$ cat src/ols_pkg.sv
// ----------------------------------------------------------------------------
// ols_pkg
// Shared codes and controller/datapath signal groups for the ordered list store.
// ----------------------------------------------------------------------------
package ols_pkg;

	// Request operation codes
	localparam logic [2:0] OP_INSERT_HEAD  = 3'd0;
	localparam logic [2:0] OP_INSERT_TAIL  = 3'd1;
	localparam logic [2:0] OP_REMOVE_FIRST = 3'd2;
	localparam logic [2:0] OP_REMOVE_ALL   = 3'd3;
	localparam logic [2:0] OP_FIND         = 3'd4;

	// Result status codes
	localparam logic [1:0] ST_OK        = 2'd0;
	localparam logic [1:0] ST_FULL      = 2'd1;
	localparam logic [1:0] ST_NOT_FOUND = 2'd2;

	// Output count width
	localparam int OUT_CW = 5;

	// Controller to datapath commands
	typedef struct packed {
		logic load;    // capture request, arm the walk
		logic scan;    // walk the stored entries
		logic finish;  // commit and register the result
	} ols_cmd_t;

	// Datapath to controller status
	typedef struct packed {
		logic scan_done;  // every entry read and processed
	} ols_sts_t;

endpackage

$ cat src/ols_req_if.sv
// ----------------------------------------------------------------------------
// ols_req_if
// Request channel: operation and value with a valid/ready handshake.
// ----------------------------------------------------------------------------
interface ols_req_if;
	logic               valid;
	logic               ready;
	logic        [2:0]  operation;
	logic signed [31:0] value;

	modport source (output valid, output operation, output value, input ready);
	modport sink   (input valid, input operation, input value, output ready);
endinterface

$ cat src/ols_rsp_if.sv
// ----------------------------------------------------------------------------
// ols_rsp_if
// Result channel: status, found flag, removed count and list length.
// ----------------------------------------------------------------------------
interface ols_rsp_if;
	logic       valid;
	logic       ready;
	logic [1:0] status;
	logic       found;
	logic [4:0] removed_count;
	logic [4:0] list_length;

	modport source (output valid, output status, output found, output removed_count,
		output list_length, input ready);
	modport sink   (input valid, input status, input found, input removed_count,
		input list_length, output ready);
endinterface

$ cat src/ols_ctrl.sv
// ----------------------------------------------------------------------------
// ols_ctrl
// Sequencer: accept a request, walk the store, commit, hand over the result.
// ----------------------------------------------------------------------------
module ols_ctrl
	import ols_pkg::*;
(
	input  logic     clk,
	input  logic     arst_n,
	input  logic     in_valid,
	output logic     in_ready,
	output logic     out_valid,
	input  logic     out_ready,
	input  ols_sts_t sts,
	output ols_cmd_t cmd
);

	localparam logic [1:0] S_IDLE   = 2'd0;
	localparam logic [1:0] S_SCAN   = 2'd1;
	localparam logic [1:0] S_FINISH = 2'd2;
	localparam logic [1:0] S_RESP   = 2'd3;

	logic [1:0] state_q;
	logic [1:0] state_d;

	// Next state
	always_comb begin
		state_d = state_q;
		case (state_q)
			S_IDLE:   if (in_valid) state_d = S_SCAN;
			S_SCAN:   if (sts.scan_done) state_d = S_FINISH;
			S_FINISH: state_d = S_RESP;
			S_RESP:   if (out_ready) state_d = S_IDLE;
			default:  state_d = S_IDLE;
		endcase
	end

	always_ff @(posedge clk or negedge arst_n) begin
		if (!arst_n) begin
			state_q <= S_IDLE;
		end else begin
			state_q <= state_d;
		end
	end

	// Handshakes and commands
	assign in_ready   = (state_q == S_IDLE);
	assign out_valid  = (state_q == S_RESP);
	assign cmd.load   = in_ready && in_valid;
	assign cmd.scan   = (state_q == S_SCAN);
	assign cmd.finish = (state_q == S_FINISH);

endmodule

$ cat src/ols_dp.sv
// ----------------------------------------------------------------------------
// ols_dp
// Datapath: entry memory, walk pointers, compare and compaction, result regs.
// ----------------------------------------------------------------------------
module ols_dp
	import ols_pkg::*;
#(
	parameter int CAPACITY = 16
) (
	input  logic               clk,
	input  logic               arst_n,
	input  ols_cmd_t           cmd,
	output ols_sts_t           sts,
	input  logic        [2:0]  req_operation,
	input  logic signed [31:0] req_value,
	output logic        [1:0]  res_status,
	output logic               res_found,
	output logic        [4:0]  res_removed_count,
	output logic        [4:0]  res_list_length
);

	localparam int AW = (CAPACITY > 1) ? $clog2(CAPACITY) : 1;
	localparam int CW = $clog2(CAPACITY + 1);
	localparam int XW = (CW > OUT_CW) ? CW : OUT_CW;

	// Entry memory, list order, index 0 is the head
	logic [31:0] mem [CAPACITY];

	logic [CW-1:0]      count_q;
	logic [2:0]         op_q;
	logic signed [31:0] val_q;
	logic               desc_q;
	logic [CW-1:0]      rem_q;
	logic [AW-1:0]      rd_ptr_q;
	logic               vld_s1;
	logic [AW-1:0]      idx_s1;
	logic [31:0]        rdata_s1;
	logic [CW-1:0]      w_q;
	logic [CW-1:0]      removed_q;
	logic               found_q;
	logic               done_q;

	logic          full;
	logic          ld_desc;
	logic          eq;
	logic          proc;
	logic          keep;
	logic          drop;
	logic          we_c;
	logic [AW-1:0] waddr_c;
	logic [31:0]   wdata_c;
	logic [CW-1:0] count_d;
	logic [1:0]    status_d;
	logic [XW-1:0] removed_x;
	logic [XW-1:0] length_x;

	assign full    = (count_q == CW'(CAPACITY));
	assign ld_desc = (req_operation == OP_INSERT_HEAD) && !full;
	assign proc    = cmd.scan && vld_s1;
	assign eq      = (rdata_s1 == val_q);

	// Compaction decision for the remove operations
	always_comb begin
		keep = 1'b0;
		drop = 1'b0;
		case (op_q)
			OP_REMOVE_FIRST: begin
				drop = eq && !done_q;
				keep = !drop;
			end
			OP_REMOVE_ALL: begin
				drop = eq;
				keep = !eq;
			end
			default: begin
				keep = 1'b0;
				drop = 1'b0;
			end
		endcase
	end

	// Single write port: shift during the walk, new entry at commit
	always_comb begin
		we_c    = 1'b0;
		waddr_c = '0;
		wdata_c = rdata_s1;
		if (proc && desc_q) begin
			we_c    = 1'b1;
			waddr_c = AW'(idx_s1 + 1'b1);
		end else if (proc && keep) begin
			we_c    = 1'b1;
			waddr_c = w_q[AW-1:0];
		end else if (cmd.finish && !full) begin
			if (op_q == OP_INSERT_HEAD) begin
				we_c    = 1'b1;
				waddr_c = '0;
				wdata_c = val_q;
			end else if (op_q == OP_INSERT_TAIL) begin
				we_c    = 1'b1;
				waddr_c = count_q[AW-1:0];
				wdata_c = val_q;
			end
		end
	end

	// Final count and status
	always_comb begin
		count_d  = count_q;
		status_d = ST_OK;
		case (op_q)
			OP_INSERT_HEAD, OP_INSERT_TAIL: begin
				if (full) begin
					status_d = ST_FULL;
				end else begin
					count_d = count_q + 1'b1;
				end
			end
			OP_REMOVE_FIRST, OP_REMOVE_ALL: begin
				count_d  = w_q;
				status_d = (removed_q != '0) ? ST_OK : ST_NOT_FOUND;
			end
			OP_FIND: status_d = found_q ? ST_OK : ST_NOT_FOUND;
			default: status_d = ST_OK;
		endcase
	end

	assign removed_x = XW'(removed_q);
	assign length_x  = XW'(count_d);

	// Memory and read stage
	always_ff @(posedge clk) begin
		if (we_c) begin
			mem[waddr_c] <= wdata_c;
		end
		if (cmd.scan && rem_q != '0) begin
			rdata_s1 <= mem[rd_ptr_q];
			idx_s1   <= rd_ptr_q;
		end
	end

	// Walk control and running results
	always_ff @(posedge clk or negedge arst_n) begin
		if (!arst_n) begin
			count_q   <= '0;
			op_q      <= OP_FIND;
			val_q     <= '0;
			desc_q    <= 1'b0;
			rem_q     <= '0;
			rd_ptr_q  <= '0;
			vld_s1    <= 1'b0;
			w_q       <= '0;
			removed_q <= '0;
			found_q   <= 1'b0;
			done_q    <= 1'b0;
		end else if (cmd.load) begin
			op_q      <= req_operation;
			val_q     <= req_value;
			desc_q    <= ld_desc;
			rem_q     <= count_q;
			rd_ptr_q  <= ld_desc ? AW'(count_q - 1'b1) : '0;
			vld_s1    <= 1'b0;
			w_q       <= '0;
			removed_q <= '0;
			found_q   <= 1'b0;
			done_q    <= 1'b0;
		end else begin
			vld_s1 <= cmd.scan && (rem_q != '0);
			if (cmd.scan && rem_q != '0) begin
				rem_q    <= rem_q - 1'b1;
				rd_ptr_q <= desc_q ? AW'(rd_ptr_q - 1'b1) : AW'(rd_ptr_q + 1'b1);
			end
			if (proc) begin
				if (eq) found_q <= 1'b1;
				if (keep) w_q <= w_q + 1'b1;
				if (drop) begin
					removed_q <= removed_q + 1'b1;
					done_q    <= 1'b1;
				end
			end
			if (cmd.finish) begin
				count_q <= count_d;
			end
		end
	end

	// Result registers
	always_ff @(posedge clk) begin
		if (cmd.finish) begin
			res_status        <= status_d;
			res_found         <= found_q;
			res_removed_count <= removed_x[OUT_CW-1:0];
			res_list_length   <= length_x[OUT_CW-1:0];
		end
	end

	assign sts.scan_done = (rem_q == '0) && !vld_s1;

endmodule

$ cat src/ordered_list_store_top.sv
// ----------------------------------------------------------------------------
// ordered_list_store_top
// Ordered list of signed 32-bit values with insert, remove and find requests.
// ----------------------------------------------------------------------------
// Every request walks the stored entries through the single-read-port memory,
// one a cycle.
// Throughput: one request at a time, next accepted after the result is taken.
// Reset: arst_n empties the list; memory contents are not cleared.
module ordered_list_store_top
	import ols_pkg::*;
#(
	parameter int CAPACITY = 16
) (
	input  logic          clk,
	input  logic          arst_n,
	ols_req_if.sink       req,
	ols_rsp_if.source     rsp
);

	ols_cmd_t cmd;
	ols_sts_t sts;

	ols_ctrl u_ctrl (
		.clk       (clk),
		.arst_n    (arst_n),
		.in_valid  (req.valid),
		.in_ready  (req.ready),
		.out_valid (rsp.valid),
		.out_ready (rsp.ready),
		.sts       (sts),
		.cmd       (cmd)
	);

	ols_dp #(
		.CAPACITY (CAPACITY)
	) u_dp (
		.clk               (clk),
		.arst_n            (arst_n),
		.cmd               (cmd),
		.sts               (sts),
		.req_operation     (req.operation),
		.req_value         (req.value),
		.res_status        (rsp.status),
		.res_found         (rsp.found),
		.res_removed_count (rsp.removed_count),
		.res_list_length   (rsp.list_length)
	);

endmodule
$ cat src/flat_wrapper.sv
// flat-port wrapper written by rule: the top's interface ports become plain ports
module ordered_list_store_top_flat import ols_pkg::*;
#(
	parameter int CAPACITY = 16
)
  (clk, arst_n, req_valid, req_operation, req_value, req_ready, rsp_valid, rsp_status, rsp_found, rsp_removed_count, rsp_list_length, rsp_ready);
  ols_req_if req_i ();
  ols_rsp_if rsp_i ();
  input  logic clk;
  input  logic arst_n;
  input wire logic [$bits(req_i.valid)-1:0] req_valid;
  input wire logic [$bits(req_i.operation)-1:0] req_operation;
  input wire logic [$bits(req_i.value)-1:0] req_value;
  output wire logic [$bits(req_i.ready)-1:0] req_ready;
  output wire logic [$bits(rsp_i.valid)-1:0] rsp_valid;
  output wire logic [$bits(rsp_i.status)-1:0] rsp_status;
  output wire logic [$bits(rsp_i.found)-1:0] rsp_found;
  output wire logic [$bits(rsp_i.removed_count)-1:0] rsp_removed_count;
  output wire logic [$bits(rsp_i.list_length)-1:0] rsp_list_length;
  input wire logic [$bits(rsp_i.ready)-1:0] rsp_ready;
  assign req_i.valid = req_valid;
  assign req_i.operation = req_operation;
  assign req_i.value = req_value;
  assign req_ready = req_i.ready;
  assign rsp_valid = rsp_i.valid;
  assign rsp_status = rsp_i.status;
  assign rsp_found = rsp_i.found;
  assign rsp_removed_count = rsp_i.removed_count;
  assign rsp_list_length = rsp_i.list_length;
  assign rsp_i.ready = rsp_ready;
  ordered_list_store_top #(.CAPACITY(CAPACITY)) u_core (.clk(clk), .arst_n(arst_n), .req(req_i), .rsp(rsp_i));
endmodule
$ cat config.mk
export PLATFORM = sky130hd
export DESIGN_NAME = ordered_list_store_top_flat
export DESIGN_NICKNAME = d
export VERILOG_FILES = /design/src/ols_pkg.sv /design/src/ols_req_if.sv /design/src/ols_rsp_if.sv /design/src/ols_ctrl.sv /design/src/ols_dp.sv /design/src/ordered_list_store_top.sv /design/src/flat_wrapper.sv
export SDC_FILE = /design/constraint.sdc
export NUM_CORES = 1
export LEC_CHECK = 0
export BUFFER_PORTS_ARGS = -buffer_cell sky130_fd_sc_hd__buf_2
export CAP_MARGIN = 40
export CORE_ASPECT_RATIO = 0.8
export CORE_UTILIZATION = 45
export CTS_CLUSTER_DIAMETER = 50
export CTS_CLUSTER_SIZE = 20
export DETAILED_ROUTE_END_ITERATION = 12
export PLACE_DENSITY = 0.63
export SKIP_CTS_REPAIR_TIMING = 1
export SLEW_MARGIN = 25
export SYNTH_ARGS = -nofsm -noshare
export SYNTH_HDL_FRONTEND = slang
export SYNTH_SLANG_ARGS = --single-unit
$ cat constraint.sdc
create_clock -name clk -period 6.1 [get_ports clk]
set_clock_uncertainty 0.05 [all_clocks]
set_input_delay 0.915 -clock clk [delete_from_list [all_inputs] [get_ports clk]]
set_output_delay 0.915 -clock clk [all_outputs]
set_load 0.05 [all_outputs]
==> impl_metrics.tcl <==
set metrics [dict create \
    routed_wl_mm 52.1 \
    clock-root-buffer "clkbuf_16" \
    ys_ff_latch 626 \
    dp.final_hpwl_mm 29.7 \
    synth-async-reset-ratio_pct 10.4 \
    synth-main-ff-cell "edfxtp_1" \
    critPathMaxFanout 32 \
    ant_diodes 0 \
    clkTransAtPathRegs_ns 0.08 \
    synth_top_family_by_area "multiplexers" \
    grt.total_usage_pct 19.4 \
    power.ir.vdd_worst_mv 0.351 \
    gp_routability_congestion 0.756 \
    drt_drc 0 \
    wl_per_cell_um 25.3 \
    grt_pass1_wl_mm 79.1 \
    io_pins 54 \
    fp.dieW_um 264 \
    cap_violations 0 \
    drt_pre_antenna_iters 5 \
    worst_pin_slew_ns 0.890 \
    commonest_non_fill_non_tap_cells_in_the_layout "edfxtp_1 (561), mux4_2 (160), nand2_1 (123), dfrtp_1 (60), buf_2 (54)" \
    layout-drive-gt1-share_pct 29.1 \
    detailedRoute.firstIterationViolations 1113 \
    floorplan.die_area_mm2 0.0560 \
    criticalPathCategory "flop to flop" \
    insertion_delay_ns 0.61 \
    place.detailed.instances 1969 \
    filler_cell_count 4268 \
    floorplan.die.height_um 212 \
    setup-tns-final_ns 0 \
    synth.avg_cell_area_um2 20.0 \
    final_hold_violations 0 \
    ys_seq_area_share_pct 74.5 \
    finalSetupViolCount 0 \
    synth-simple-area-share_pct 3.74 \
    synth_warnings 0 \
    vias 11858 \
    synth.mux.area_fraction_pct 16.2 \
    combined_area_of_the_multi_input_logic_cells_mm2 0.00611 \
    min_path_type "primary input to async pin" \
    antenna_found_initial 0 \
    post_synth_instance_area_mm2 0.0248 \
    clock-sinks 626 \
    number_of_flops_mapped_to_enable_cells_by_yosys 561 \
    final_common_cell "edfxtp_1" \
    power_density_mw_per_mm2 488 \
    detail-route-antenna-nets 0 \
    layout-area-overhead-vs-synth_pct 11.8 \
    synth_largest_area_cell "edfxtp_1" \
    first_global_vias 12126 \
    critPathArrivalTime_ns 3.87 \
    core-area_mm2 0.0541 \
    leakage_power_figure_nw 9.10 \
    tritoncts_clock_tree "yes" \
    end_kind "flop" \
    critical_path_cell_count 7 \
    seqCellArea_mm2 0.0185 \
    synth-compound-area-share_pct 1.78 \
    globalRouteOverflowTotal 0 \
    rows 76 \
    rr_worst_depth 7 \
    syn-num-nets 1291 \
    final_max_slew_viol_count 0 \
    finalNetCount 1373 \
    status "complete, no violations" \
    layout_min_cycle_time_ns 3.70 \
    clock.fmax_mhz 271 \
    worst_path_largest_cell_delay_ns 0.61 \
    crit_path_top_delay_cell "nor4_4" \
    critPathBufInv 1 \
    area_share_of_fa_ha_maj_cells_after_synthesis_pct 0.787 \
    critPathRequiredTime_ns 6.27 \
    critical_path.top_delay_family "simple AND/OR/NAND/NOR gates" \
    route.detailed.vias_per_inst 5.76 \
    post_layout_nonfiller_instances 2058 \
    post_synth_main_area_contributors "edfxtp_1 (68%), mux4_2 (15%), dfrtp_1 (6.5%), nand2_1 (1.9%), mux2_2 (1.6%)" \
    synth_top_area_share_pct 68.0 \
    initial_core_util_pct 45.8 \
    grt_setup_unrepaired "false" \
    timing.critical_path.cells "xnor2_1, nand4_1, nor4_4, nand3_1, a31o_2, nor4_2, buf_4" \
    postSynthCellCount 1237 \
    netlist-cell-type-count 47 \
    port-buffer-count 53 \
    clock_path_buffers 3 \
    period_share_pct 60.6 \
    max-slew-margin-rel_pct 40.7 \
    yosys.area_share.xor_xnor_pct 1.63 \
    htree_levels 2 \
    pin_count_of_the_biggest_net_entering_global_routing 133 \
    crit_path_start_kind "flop" \
    cts_made_buffers 45 \
]
-- logic make-up after synthesis --
logic type / after synthesis
AO/OA/AOI/OAI: 69
XOR/XNOR: 46
adder cells (fa/ha/maj): 15
buffers and inverters: 80
flip-flops: 626
multiplexers: 198
AND/OR/NAND/NOR: 203
-- where the power goes --
group / switching, mW / total, mW / internal, mW
sequential: 0.410 / 6.36 / 5.95
combinational: 2.34 / 4.08 / 1.74
clock: 1.54 / 3.09 / 1.55
-- synthesized netlist by cell type, types with 2 or more instances --
cell	count
nor2_1	20
o22ai_1	2
a31o_2	4
nand2b_1	2
a211oi_1	2
a21oi_1	12
nand2_1	124
o21a_1	2
inv_1	22
a31oi_1	7
nor4_1	17
o21ai_1	2
or3_1	3
mux2_2	35
mux2i_1	3
a311oi_1	3
o21ai_0	23
dfrtp_1	64
buf_2	11
clkbuf_1	37
o22a_1	4
buf_1	9
nand4_1	9
and2_1	2
edfxtp_1	561
xnor2_1	41
mux4_2	160
nor3_1	7
nand3_1	12
nor4_4	2
ha_1	14
and3_1	2
xor2_1	5
-- registers in the layout, indices dropped and copies added, names as in the netlist, 2 cells and up --
signal,flops
u_core.u_dp.mem,512
u_core.u_dp.rdata_s1,32
u_core.u_dp.val_q,32
u_core.u_dp.count_q,5
u_core.u_dp.rem_q,5
u_core.u_dp.removed_q,5
u_core.u_dp.res_list_length,5
u_core.u_dp.res_removed_count,5
u_core.u_dp.w_q,5
u_core.u_dp.idx_s1,4
u_core.u_dp.rd_ptr_q,4
u_core.u_dp.op_q,3
u_core.u_ctrl.state_q,2
u_core.u_dp.res_status,2
-- through the flow --
step                power (mW)  area (um^2)  hold WS [ns]  util, %  worst slack [ns]
detailed placement        10.6        26100         0.462     48.3              2.34
floorplan                 9.29        24800         0.373        -             0.317
CTS                       13.7        27600         0.106     51.1              2.33
finish                    13.5        27700         0.136     51.2              2.40
global route              14.2        27700         0.125     51.2              2.19
global placement          10.5        26100         0.450     48.2              2.43
-- worst paths after layout --
kind	to	slack, ns	start
max	u_core.u_dp.mem[6][28]	2.40	u_core.u_dp.val_q[6]
min	u_core.u_dp.val_q[5]	0.14	arst_n
max reg2reg	u_core.u_dp.mem[6][28]	2.40	u_core.u_dp.val_q[6]
min reg2reg	u_core.u_dp.res_removed_count[4]	0.47	u_core.u_dp.removed_q[4]
max in group asynchronous	u_core.u_dp.rd_ptr_q[1]	4.96	arst_n
min in group clk	u_core.u_dp.val_q[17]	0.46	req_value[17]
-- final cells by class --
class	instances	area share (%)
repair buffers	93	2.34
flip-flops and latches	626	66.7
clock buffers	59	4.47
inverters	22	0.298
clock inverters	25	1.01
multi-input cells	531	22.0
well taps	702	3.17
-- per-layer routing --
layer  vias to the layer above  global-route usage [%]  routed length [um]  share of wire [%]
li1                       5147                       -                   -                  -
met5                         -                       0                   0                  0
met4                         0                    5.31                1070                2.0
met3                        61                    2.86                2710                5.2
met2                       330                    29.8               24400                 47
met1                      6320                    29.0               24000                 46
-- worst register-to-register path, stage by stage, from the launching register on --
cell and delay (ns):
dfrtp_1 0.43, xnor2_1 0.30, nand4_1 0.38, nor4_4 0.61
nand3_1 0.24, a31o_2 0.40, nor4_2 0.31, buf_4 0.60
Power figures use the tool's default switching activity.
